**src/design/cimu_pkg.sv**
```systemverilog
package cimu_pkg;

    // Queue depths used as parameter defaults on the top level.
    localparam int CMD_DEPTH_DEF = 2;
    localparam int OUT_DEPTH_DEF = 4;

    // Configuration register indexes.
    localparam logic CFG_SENSOR_MODE = 1'b0;
    localparam logic CFG_ABS_ENABLE  = 1'b1;

    // Sensor type codes; the unused code behaves as none.
    localparam logic [1:0] MODE_NONE   = 2'd0;
    localparam logic [1:0] MODE_STD    = 2'd1;
    localparam logic [1:0] MODE_ALT    = 2'd2;
    localparam logic [1:0] MODE_UNUSED = 2'd3;

    // Frame identifiers.
    localparam logic [10:0] ID_STD_YAWLAT = 11'h174;
    localparam logic [10:0] ID_STD_LON    = 11'h178;
    localparam logic [10:0] ID_STD_VERT   = 11'h17C;
    localparam logic [10:0] ID_ALT_YAWLAT = 11'h150;
    localparam logic [10:0] ID_ALT_LON    = 11'h151;
    localparam logic [10:0] ID_ABS        = 11'd416;

    // Axis codes.
    localparam logic [1:0] AX_LAT  = 2'd0;
    localparam logic [1:0] AX_LON  = 2'd1;
    localparam logic [1:0] AX_VERT = 2'd2;
    localparam logic [1:0] AX_YAW  = 2'd3;

    // Scale factors, round(quant * 2^32).
    localparam logic signed [28:0] K_YAW  = 29'sd21474836;
    localparam logic signed [28:0] K_ACC  = 29'sd547179;
    localparam logic signed [28:0] K_ABSA = 29'sd107374182;
    localparam logic signed [28:0] K_ABSY = 29'sd214748365;

    // Rounding bias added before the 16-bit shift.
    localparam logic signed [47:0] ROUND_BIAS = 48'sd32768;

    // Frame classes handed from the front end to the back end.
    typedef enum logic [1:0] {
        KIND_YAWLAT = 2'd0,
        KIND_LON    = 2'd1,
        KIND_VERT   = 2'd2,
        KIND_ABS    = 2'd3
    } t_kind;

    // One classified frame: its class, up to three raw samples, its time.
    typedef struct packed {
        t_kind             kind;
        logic [2:0][15:0]  raw;
        logic [31:0]       stamp;
    } t_cmd;

    // One sensor update as it leaves the block.
    typedef struct packed {
        logic [1:0]         axis;
        logic signed [31:0] value;
        logic [31:0]        stamp;
        logic               last;
    } t_update;

    // Number of updates a frame class produces.
    function automatic logic [1:0] kind_count(input t_kind kind);
        logic [1:0] cnt;
        unique case (kind)
            KIND_YAWLAT: cnt = 2'd2;
            KIND_LON:    cnt = 2'd1;
            KIND_VERT:   cnt = 2'd1;
            KIND_ABS:    cnt = 2'd3;
            default:     cnt = 2'd1;
        endcase
        return cnt;
    endfunction

    // Axis of a given update within a frame class.
    function automatic logic [1:0] slot_axis(input t_kind kind, input logic [1:0] slot);
        logic [1:0] ax;
        unique case (kind)
            KIND_YAWLAT: ax = (slot == 2'd0) ? AX_YAW : AX_LAT;
            KIND_LON:    ax = AX_LON;
            KIND_VERT:   ax = AX_VERT;
            KIND_ABS:    ax = (slot == 2'd0) ? AX_LAT : ((slot == 2'd1) ? AX_LON : AX_YAW);
            default:     ax = AX_LAT;
        endcase
        return ax;
    endfunction

    // Scale factor of a given update within a frame class.
    function automatic logic signed [28:0] slot_k(input t_kind kind, input logic [1:0] slot);
        logic signed [28:0] k;
        unique case (kind)
            KIND_YAWLAT: k = (slot == 2'd0) ? K_YAW : K_ACC;
            KIND_LON:    k = K_ACC;
            KIND_VERT:   k = K_ACC;
            KIND_ABS:    k = (slot == 2'd2) ? K_ABSY : K_ABSA;
            default:     k = K_ACC;
        endcase
        return k;
    endfunction

endpackage

```
**src/design/cimu_fifo.sv**
```systemverilog
module cimu_fifo #(
    parameter int WIDTH = 8,
    parameter int DEPTH = 2
) (
    input  logic                         i_clk,
    input  logic                         i_rst_n,
    input  logic                         i_push,
    input  logic [WIDTH-1:0]             i_data,
    input  logic                         i_pop,
    output logic                         o_full,
    output logic                         o_empty,
    output logic [WIDTH-1:0]             o_data,
    output logic [$clog2(DEPTH+1)-1:0]   o_count
);

    localparam int PW = (DEPTH > 1) ? $clog2(DEPTH) : 1;
    localparam int CW = $clog2(DEPTH+1);

    logic [WIDTH-1:0] r_mem [DEPTH];
    logic [PW-1:0]    r_wr;
    logic [PW-1:0]    r_rd;
    logic [CW-1:0]    r_count;
    logic             w_do_push;
    logic             w_do_pop;

    assign o_full    = (r_count == CW'(DEPTH));
    assign o_empty   = (r_count == '0);
    assign o_data    = r_mem[r_rd];
    assign o_count   = r_count;
    assign w_do_push = i_push && !o_full;
    assign w_do_pop  = i_pop && !o_empty;

    // Storage holds payload only and needs no reset.
    always_ff @(posedge i_clk) begin
        if (w_do_push) begin
            r_mem[r_wr] <= i_data;
        end
    end

    // Pointers and fill count.
    always_ff @(posedge i_clk) begin
        if (!i_rst_n) begin
            r_wr    <= '0;
            r_rd    <= '0;
            r_count <= '0;
        end else begin
            if (w_do_push) begin
                r_wr <= (r_wr == PW'(DEPTH-1)) ? '0 : r_wr + 1'b1;
            end
            if (w_do_pop) begin
                r_rd <= (r_rd == PW'(DEPTH-1)) ? '0 : r_rd + 1'b1;
            end
            if (w_do_push && !w_do_pop) begin
                r_count <= r_count + 1'b1;
            end else if (w_do_pop && !w_do_push) begin
                r_count <= r_count - 1'b1;
            end
        end
    end

endmodule

```
**src/design/cimu_front.sv**
```systemverilog
module cimu_front (
    input  logic            i_clk,
    input  logic            i_rst_n,
    input  logic            i_cfg_we,
    input  logic            i_cfg_idx,
    input  logic [1:0]      i_cfg_data,
    input  logic            i_push,
    input  logic [10:0]     i_frame_id,
    input  logic [63:0]     i_payload,
    input  logic [31:0]     i_timestamp,
    output logic            o_full,
    input  logic            i_cmd_full,
    output logic            o_cmd_push,
    output cimu_pkg::t_cmd  o_cmd
);

    import cimu_pkg::*;

    logic [1:0]  r_sensor_mode;
    logic        r_abs_enable;
    logic        w_match;
    t_kind       w_kind;
    logic [15:0] w_word0;
    logic [15:0] w_word4;

    // Configuration registers.
    always_ff @(posedge i_clk) begin
        if (!i_rst_n) begin
            r_sensor_mode <= MODE_NONE;
            r_abs_enable  <= 1'b0;
        end else if (i_cfg_we) begin
            unique case (i_cfg_idx)
                CFG_SENSOR_MODE: r_sensor_mode <= i_cfg_data;
                CFG_ABS_ENABLE:  r_abs_enable  <= i_cfg_data[0];
                default:         r_abs_enable  <= r_abs_enable;
            endcase
        end
    end

    // Classify the frame by sensor type and identifier.
    always_comb begin
        w_match = 1'b0;
        w_kind  = KIND_LON;
        priority if (r_sensor_mode == MODE_STD) begin
            priority if (i_frame_id == ID_STD_YAWLAT) begin
                w_match = 1'b1;
                w_kind  = KIND_YAWLAT;
            end else if (i_frame_id == ID_STD_LON) begin
                w_match = 1'b1;
                w_kind  = KIND_LON;
            end else if (i_frame_id == ID_STD_VERT) begin
                w_match = 1'b1;
                w_kind  = KIND_VERT;
            end else begin
                w_match = 1'b0;
            end
        end else if (r_sensor_mode == MODE_ALT) begin
            priority if (i_frame_id == ID_ALT_YAWLAT) begin
                w_match = 1'b1;
                w_kind  = KIND_YAWLAT;
            end else if (i_frame_id == ID_ALT_LON) begin
                w_match = 1'b1;
                w_kind  = KIND_LON;
            end else begin
                w_match = 1'b0;
            end
        end else begin
            w_match = r_abs_enable && (i_frame_id == ID_ABS);
            w_kind  = KIND_ABS;
        end
    end

    // Offset-binary words: subtracting 0x8000 flips the top bit.
    assign w_word0 = {~i_payload[15], i_payload[14:0]};
    assign w_word4 = {~i_payload[47], i_payload[46:32]};

    // Extract the raw samples in update order.
    always_comb begin
        o_cmd.kind  = w_kind;
        o_cmd.stamp = i_timestamp;
        o_cmd.raw   = '0;
        unique case (w_kind)
            KIND_YAWLAT: begin
                o_cmd.raw[0] = w_word0;
                o_cmd.raw[1] = w_word4;
            end
            KIND_LON, KIND_VERT: begin
                o_cmd.raw[0] = w_word4;
            end
            KIND_ABS: begin
                o_cmd.raw[0] = {{4{i_payload[27]}}, i_payload[27:16]};
                o_cmd.raw[1] = {{4{i_payload[39]}}, i_payload[39:28]};
                o_cmd.raw[2] = {{4{i_payload[51]}}, i_payload[51:40]};
            end
            default: begin
                o_cmd.raw[0] = w_word0;
            end
        endcase
    end

    // Frames that decode to nothing are accepted and dropped here.
    assign o_full     = i_cmd_full;
    assign o_cmd_push = i_push && !i_cmd_full && w_match;

endmodule

```
**src/design/cimu_back.sv**
```systemverilog
module cimu_back #(
    parameter int OUT_DEPTH = cimu_pkg::OUT_DEPTH_DEF
) (
    input  logic                              i_clk,
    input  logic                              i_rst_n,
    input  logic                              i_cmd_empty,
    input  cimu_pkg::t_cmd                    i_cmd,
    output logic                              o_cmd_pop,
    input  logic [$clog2(OUT_DEPTH+1)-1:0]    i_out_count,
    output logic                              o_upd_push,
    output cimu_pkg::t_update                 o_upd
);

    import cimu_pkg::*;

    localparam int CW = $clog2(OUT_DEPTH+1);

    logic [1:0]         r_slot;
    logic               r_mul_vld;
    logic signed [47:0] r_prod;
    logic [1:0]         r_axis;
    logic [31:0]        r_stamp;
    logic               r_last;
    logic               w_credit;
    logic               w_issue;
    logic               w_last;
    logic signed [15:0] w_raw;
    logic signed [28:0] w_k;
    logic signed [47:0] w_prod;
    logic signed [47:0] w_round;

    // Issue only while the result queue has room for everything in flight.
    assign w_credit  = ((CW+1)'(i_out_count) + (CW+1)'(r_mul_vld)) < (CW+1)'(OUT_DEPTH);
    assign w_issue   = !i_cmd_empty && w_credit;
    assign w_last    = (r_slot == kind_count(i_cmd.kind) - 2'd1);
    assign o_cmd_pop = w_issue && w_last;

    // Pick the sample and scale factor of the current update.
    always_comb begin
        unique case (r_slot)
            2'd0:    w_raw = $signed(i_cmd.raw[0]);
            2'd1:    w_raw = $signed(i_cmd.raw[1]);
            2'd2:    w_raw = $signed(i_cmd.raw[2]);
            default: w_raw = $signed(i_cmd.raw[0]);
        endcase
        w_k    = slot_k(i_cmd.kind, r_slot);
        w_prod = w_raw * w_k;
    end

    // Update counter within the current frame.
    always_ff @(posedge i_clk) begin
        if (!i_rst_n) begin
            r_slot    <= '0;
            r_mul_vld <= 1'b0;
        end else begin
            r_mul_vld <= w_issue;
            if (w_issue) begin
                r_slot <= w_last ? 2'd0 : r_slot + 2'd1;
            end
        end
    end

    // Product register with the update's side fields.
    always_ff @(posedge i_clk) begin
        if (w_issue) begin
            r_prod  <= w_prod;
            r_axis  <= slot_axis(i_cmd.kind, r_slot);
            r_stamp <= i_cmd.stamp;
            r_last  <= w_last;
        end
    end

    // Round and drop the 16 fraction bits.
    assign w_round     = r_prod + ROUND_BIAS;
    assign o_upd_push  = r_mul_vld;
    assign o_upd.axis  = r_axis;
    assign o_upd.value = w_round[47:16];
    assign o_upd.stamp = r_stamp;
    assign o_upd.last  = r_last;

endmodule

```
**src/design/can_imu_frame_decoder_unit.sv**
```systemverilog
// Inertial sensor decoder for received CAN frames.
// Input side is a queue: drive a frame (identifier, eight payload bytes,
// timestamp) with push; the frame is taken at an edge where push is high
// and full is low. Frames that match no configured sensor are taken and
// dropped. Output side is a queue: while empty is low the oldest update
// (axis, Q15.16 value, stamp, last) is on the outputs, and it is removed
// at an edge where pop is high.
// A frame yields up to three updates. While the result queue has room, the
// back end runs one multiply per cycle, one per update, so single-update
// frames flow at one frame per cycle and a frame with more updates holds
// the back end for one multiply per update.
// Configuration is a plain write port, register 0 the sensor type and
// register 1 the ABS source enable; write it only while the block is idle.
// Reset empties both queues and clears the configuration to no sensor with
// the ABS source disabled. When the receiver stops popping, the result
// queue fills, the back end halts, the command queue fills and full rises.
module can_imu_frame_decoder_unit #(
    parameter int CMD_DEPTH = cimu_pkg::CMD_DEPTH_DEF,
    parameter int OUT_DEPTH = cimu_pkg::OUT_DEPTH_DEF
) (
    input  logic               i_clk,
    input  logic               i_rst_n,
    input  logic               i_cfg_we,
    input  logic               i_cfg_idx,
    input  logic [1:0]         i_cfg_data,
    input  logic               push,
    output logic               full,
    input  logic [10:0]        i_frame_id,
    input  logic [63:0]        i_payload,
    input  logic [31:0]        i_timestamp,
    output logic               empty,
    input  logic               pop,
    output logic [1:0]         o_axis,
    output logic signed [31:0] o_value,
    output logic [31:0]        o_stamp,
    output logic               o_last
);

    import cimu_pkg::*;

    localparam int CMD_W = $bits(t_cmd);
    localparam int UPD_W = $bits(t_update);

    logic                           w_cmd_push;
    logic                           w_cmd_full;
    logic                           w_cmd_empty;
    logic                           w_cmd_pop;
    t_cmd                           w_cmd_in;
    logic [CMD_W-1:0]               w_cmd_out;
    logic [$clog2(CMD_DEPTH+1)-1:0] w_cmd_count;
    logic                           w_upd_push;
    t_update                        w_upd_in;
    logic [UPD_W-1:0]               w_upd_out;
    t_update                        w_upd;
    logic                           w_out_full;
    logic [$clog2(OUT_DEPTH+1)-1:0] w_out_count;

    // Front end: configuration and frame classification.
    cimu_front u_front (
        .i_clk       (i_clk),
        .i_rst_n     (i_rst_n),
        .i_cfg_we    (i_cfg_we),
        .i_cfg_idx   (i_cfg_idx),
        .i_cfg_data  (i_cfg_data),
        .i_push      (push),
        .i_frame_id  (i_frame_id),
        .i_payload   (i_payload),
        .i_timestamp (i_timestamp),
        .o_full      (full),
        .i_cmd_full  (w_cmd_full),
        .o_cmd_push  (w_cmd_push),
        .o_cmd       (w_cmd_in)
    );

    // Queue of classified frames.
    cimu_fifo #(
        .WIDTH (CMD_W),
        .DEPTH (CMD_DEPTH)
    ) u_cmd_fifo (
        .i_clk   (i_clk),
        .i_rst_n (i_rst_n),
        .i_push  (w_cmd_push),
        .i_data  (w_cmd_in),
        .i_pop   (w_cmd_pop),
        .o_full  (w_cmd_full),
        .o_empty (w_cmd_empty),
        .o_data  (w_cmd_out),
        .o_count (w_cmd_count)
    );

    // Back end: one scaled update per cycle while the result queue has room.
    cimu_back #(
        .OUT_DEPTH (OUT_DEPTH)
    ) u_back (
        .i_clk       (i_clk),
        .i_rst_n     (i_rst_n),
        .i_cmd_empty (w_cmd_empty),
        .i_cmd       (t_cmd'(w_cmd_out)),
        .o_cmd_pop   (w_cmd_pop),
        .i_out_count (w_out_count),
        .o_upd_push  (w_upd_push),
        .o_upd       (w_upd_in)
    );

    // Result queue.
    cimu_fifo #(
        .WIDTH (UPD_W),
        .DEPTH (OUT_DEPTH)
    ) u_out_fifo (
        .i_clk   (i_clk),
        .i_rst_n (i_rst_n),
        .i_push  (w_upd_push),
        .i_data  (w_upd_in),
        .i_pop   (pop),
        .o_full  (w_out_full),
        .o_empty (empty),
        .o_data  (w_upd_out),
        .o_count (w_out_count)
    );

    assign w_upd   = t_update'(w_upd_out);
    assign o_axis  = w_upd.axis;
    assign o_value = w_upd.value;
    assign o_stamp = w_upd.stamp;
    assign o_last  = w_upd.last;

`ifndef SYNTHESIS
    // The back end never writes an update that the result queue cannot hold.
    a_no_out_overflow: assert property (@(posedge i_clk) disable iff (!i_rst_n)
        w_upd_push |-> !w_out_full)
        else $error("result queue written while full");

    // A frame leaves the command queue only when one is there.
    a_no_cmd_underflow: assert property (@(posedge i_clk) disable iff (!i_rst_n)
        w_cmd_pop |-> !w_cmd_empty)
        else $error("command queue popped while empty");

    // The front end never enqueues into a full command queue.
    a_no_cmd_overflow: assert property (@(posedge i_clk) disable iff (!i_rst_n)
        w_cmd_push |-> (!w_cmd_full && w_cmd_count != CMD_DEPTH[$bits(w_cmd_count)-1:0]))
        else $error("command queue written while full");

    // An update enters the result queue in the cycle after the back end
    // draws a frame from the command queue.
    a_pop_then_push: assert property (@(posedge i_clk) disable iff (!i_rst_n)
        w_cmd_pop |=> w_upd_push)
        else $error("frame retired without producing its update");
`endif

endmodule

```
**config.mk**
```make
export PLATFORM = sky130hd
export DESIGN_NAME = can_imu_frame_decoder_unit
export DESIGN_NICKNAME = d
export VERILOG_FILES = /design/src/design/cimu_pkg.sv /design/src/design/cimu_fifo.sv /design/src/design/cimu_front.sv /design/src/design/cimu_back.sv /design/src/design/can_imu_frame_decoder_unit.sv
export SDC_FILE = /design/constraint.sdc
export NUM_CORES = 1
export LEC_CHECK = 0
export BUFFER_PORTS_ARGS = -buffer_cell sky130_fd_sc_hd__buf_2
export CORE_MARGIN = 3
export CORE_UTILIZATION = 40
export DETAILED_ROUTE_END_ITERATION = 8
export SKIP_LAST_GASP = 1
export SLEW_MARGIN = 15
export SYNTH_ARGS = -nofsm -noshare
export SYNTH_HDL_FRONTEND = slang
export SYNTH_SLANG_ARGS = --single-unit
```
**constraint.sdc**
```tcl
create_clock -name i_clk -period 7.9 [get_ports i_clk]
set_clock_uncertainty 0.1 [all_clocks]
set_input_delay 1.58 -clock i_clk [delete_from_list [all_inputs] [get_ports i_clk]]
set_output_delay 1.58 -clock i_clk [all_outputs]
set_load 0.1 [all_outputs]
```
==> flow_summary.json <==
{
  "ys_async_sr_fraction_pct": 0,
  "wirelength_mm": 88.7,
  "ys_seq_area_share_pct": 45.7,
  "grt_max_degree": 79,
  "synth_top_area_share_pct": 44.5,
  "tightest_slew_ns": 1.16,
  "crit_buf_inv": 6,
  "numCtsBuffers": 50,
  "wl_per_cell_um": 21.7,
  "fp-row-count": 104,
  "place_ws_ns": -0.171,
  "ctsHoldBuffers": 0,
  "cts_tree": "yes",
  "start_util_pct": 40.7,
  "io_buffers": 171,
  "finalSetupViolations": 0,
  "synth_area_per_cell_um2": 13.1,
  "num_vias": 20500,
  "cp_data_required_time_ns": 8.12,
  "p_sw_mw": 4.98,
  "crit_fanout": 8,
  "core_area_um2": 81200,
  "layout-drive-gt1-share_pct": 25.4,
  "critPathKind": "reg -> reg",
  "power.internal_mw": 7.41,
  "yosys.cell_count.top_type": "inv_1",
  "syn-num-nets": 3164,
  "syn_inst": 2530,
  "fin_total_pwr_mw": 12.4,
  "slew_headroom_pct": 22.8,
  "setup_slack_ns": 0.138,
  "worstRegToRegCells": 26,
  "hold_path.class": "reg -> reg",
  "p_sw_share_pct": 40.2,
  "ys_types": 73,
  "clockBufferDepth": 3,
  "clockRootBuffer": "clkbuf_16",
  "critPathSlowestCell": "fa_1",
  "crit_path_start_kind": "flop",
  "final_nets": 3618,
  "p_leak_nw": 16.8,
  "dieArea_um2": 86000,
  "grt_pass1_vias": 22100,
  "drv_slew": 0,
  "synthTopCellsByArea": "edfxtp_1, fa_1, ha_1, inv_1, mux4_2",
  "slowest_delay_ns": 0.61,
  "ant_nets": 0,
  "grt_usage_pct": 20.7,
  "netlist_top_cells_count": "inv_1, edfxtp_1, fa_1",
  "fin_crit_sh_pct": 98.3,
  "path_clk_slew_ns": 0.06,
  "yosysWarnings": 0,
  "synth_area_um2": 33000,
  "grt_antenna_before_repair": 0,
  "ios": 184,
  "vias_per_cell": 5.01,
  "p_clk_share_pct": 18.5,
  "hold_viol_final": 0,
  "grt_pass1_wl_mm": 134,
  "fmax_ghz": 0.129,
  "cts.sink_count": 509,
  "drc": 0,
  "status": "complete, no violations",
  "fin_hold_ws_ns": 0.394,
  "die_h_um": 293,
  "synth-edff-count": 489,
  "post-route-min-period_ns": 7.76,
  "path_delay_family": "adder cells",
  "syn_to_final_growth_pct": 19.5,
  "overflow": 0,
  "dr.first_iter.drc_count": 1425,
  "fp.dieW_um": 293,
  "yosysTopAreaCell": "edfxtp_1",
  "power.share.combinational_pct": 55.1,
  "crit_path_frequent_cell": "fa_1",
  "vdd_ir_drop_max_mv": 0.341,
  "path_depth": 26,
  "rsz0062_at_grt": "yes",
  "end_kind": "flop",
  "worstHoldPathCells": 2,
  "clk_latency_ns": 0.63,
  "htree_levels": 2,
  "hpwlAfterDp_mm": 70.3,
  "cap_violations": 0,
  "powerDensity_nw_per_um2": 314,
  "arrival_ns": 7.99,
  "ys.flop_type": "edfxtp_1",
  "antennaDiodeCount": 0,
  "seqPwrFrac_pct": 26.4,
  "gp_congestion": 0.975,
  "firstDrtPassIters": 5,
  "ys_seq_elements": 509
}
-- logic make-up (layout without fill, tap and decap cells) --
kind of cell / after synthesis / in the layout / share of synthesized area, %
AO/OA/AOI/OAI: 253 / 253 / 5.22
XOR/XNOR: 72 / 72 / 1.91
adder cells (fa/ha/maj): 519 / 519 / 27.4
buffers and inverters: 620 / 1114 / 7.14
flip-flops: 509 / 509 / 45.7
multiplexers: 130 / 130 / 6.64
AND/OR/NAND/NOR: 427 / 427 / 5.97
-- worst register-to-register path, cell delays in order, from the launching register on --
cell	delay (ns)
dfxtp_4	0.42
mux2i_4	0.34
ha_4	0.20
buf_4	0.16
mux2_2	0.50
nand2_1	0.17
inv_1	0.09
nor2_2	0.16
fa_1	0.47
fa_1	0.61
inv_1	0.07
fa_1	0.51
fa_2	0.45
fa_1	0.50
inv_1	0.06
fa_1	0.58
inv_1	0.07
ha_1	0.30
and3_4	0.19
nand4_1	0.15
or4_4	0.46
o21ai_4	0.17
buf_6	0.15
a31oi_4	0.13
o21ai_2	0.19
a31oi_1	0.12
xnor2_1	0.16
-- registers in the layout (all words and copies together), names as in the netlist, 3 cells and up, named ones only --
| name | cells |
|---|---|
| u_back.r_prod | 30 |
| u_cmd_fifo.r_mem | 156 |
| u_out_fifo.r_mem | 268 |
| u_back.r_stamp | 32 |
| u_out_fifo.o_count | 3 |
-- placed cells by master, fill, tap and decap left out, types with 7 or more instances in the layout --
cell       count
nand2b_1       7
o21ai_1        8
buf_2        171
fa_2          20
fa_1         322
inv_1        556
nor2b_1       21
mux2_2        38
nor2_2        10
buf_12         8
xnor2_1       50
o21a_1        10
a21o_1        22
nor3_1        13
clkbuf_1      16
edfxtp_1     489
nand2_2        8
a21oi_1       56
mux4_2        67
a22oi_1       31
ha_4           8
nand2_1      158
nand4_1       18
a21oi_2       13
mux2i_1       21
buf_4        277
dfxtp_1       15
ha_1         168
and2_1        31
o21ai_0       37
a221oi_2       8
xor2_1        21
nand3_1       17
nor2_1        99
clkbuf_16     51
-- routing by layer --
metal / vias to the layer above / routed length, µm / track usage (%)
li1: 9360 / - / -
met3: 107 / 3730 / 2.14
met1: 10500 / 37600 / 27.5
met5: - / 0 / 0
met2: 477 / 45300 / 36.8
met4: 0 / 2130 / 4.78
-- metrics by stage --
step / setup TNS, ns / instance area (µm²) / util, % / cells
global route: -0.119 / 39500 / 48.6 / 4084
floorplan: 0 / 33000 / - / 2530
global placement: -0.165 / 37200 / 45.8 / 3976
finish: 0 / 39500 / 48.6 / 4084
detailed placement: -1.22 / 37200 / 45.8 / 3976
CTS: -0.0381 / 38900 / 47.9 / 4068
-- worst paths after layout --
check | from | to | slack [ns]
worst min register to register | u_front.r_abs_enable | u_front.r_abs_enable | 0.39
worst min-delay path | u_front.r_abs_enable | u_front.r_abs_enable | 0.39
worst max register to register | flop | u_back.r_prod[37] | 0.14
worst max-delay path | flop | u_back.r_prod[37] | 0.14
-- power groups by stage --
stage | Sequential (mW) | Combinational, mW | Clock (mW)
after global placement | 3.33 | 6.41 | 0
after detailed placement | 3.33 | 6.49 | 0
final | 3.27 | 6.82 | 2.30
after CTS | 3.28 | 6.56 | 2.36
after global routing | 3.29 | 7.44 | 2.47
after floorplan | 3.26 | 4.40 | 0
-- what timing repair did --
action,in CTS,in global routing
endpoints found under the setup margin,20,23
buffers inserted,0,14
gates resized for setup,25,96
pin swaps,3,29
cloned,0,1
-- layout make-up --
class                           count  area, µm²
Multi-Input combinational cell   1401      16100
Clock inverter                     20        228
Fill cell                        7246      41700
Inverter                          558       2090
Clock buffer                       72       1390
Tap cell                         1060       1330
Sequential cell                   509      15100
Timing Repair Buffer              464       3220
Note: power is estimated with default switching activity, not from simulation.
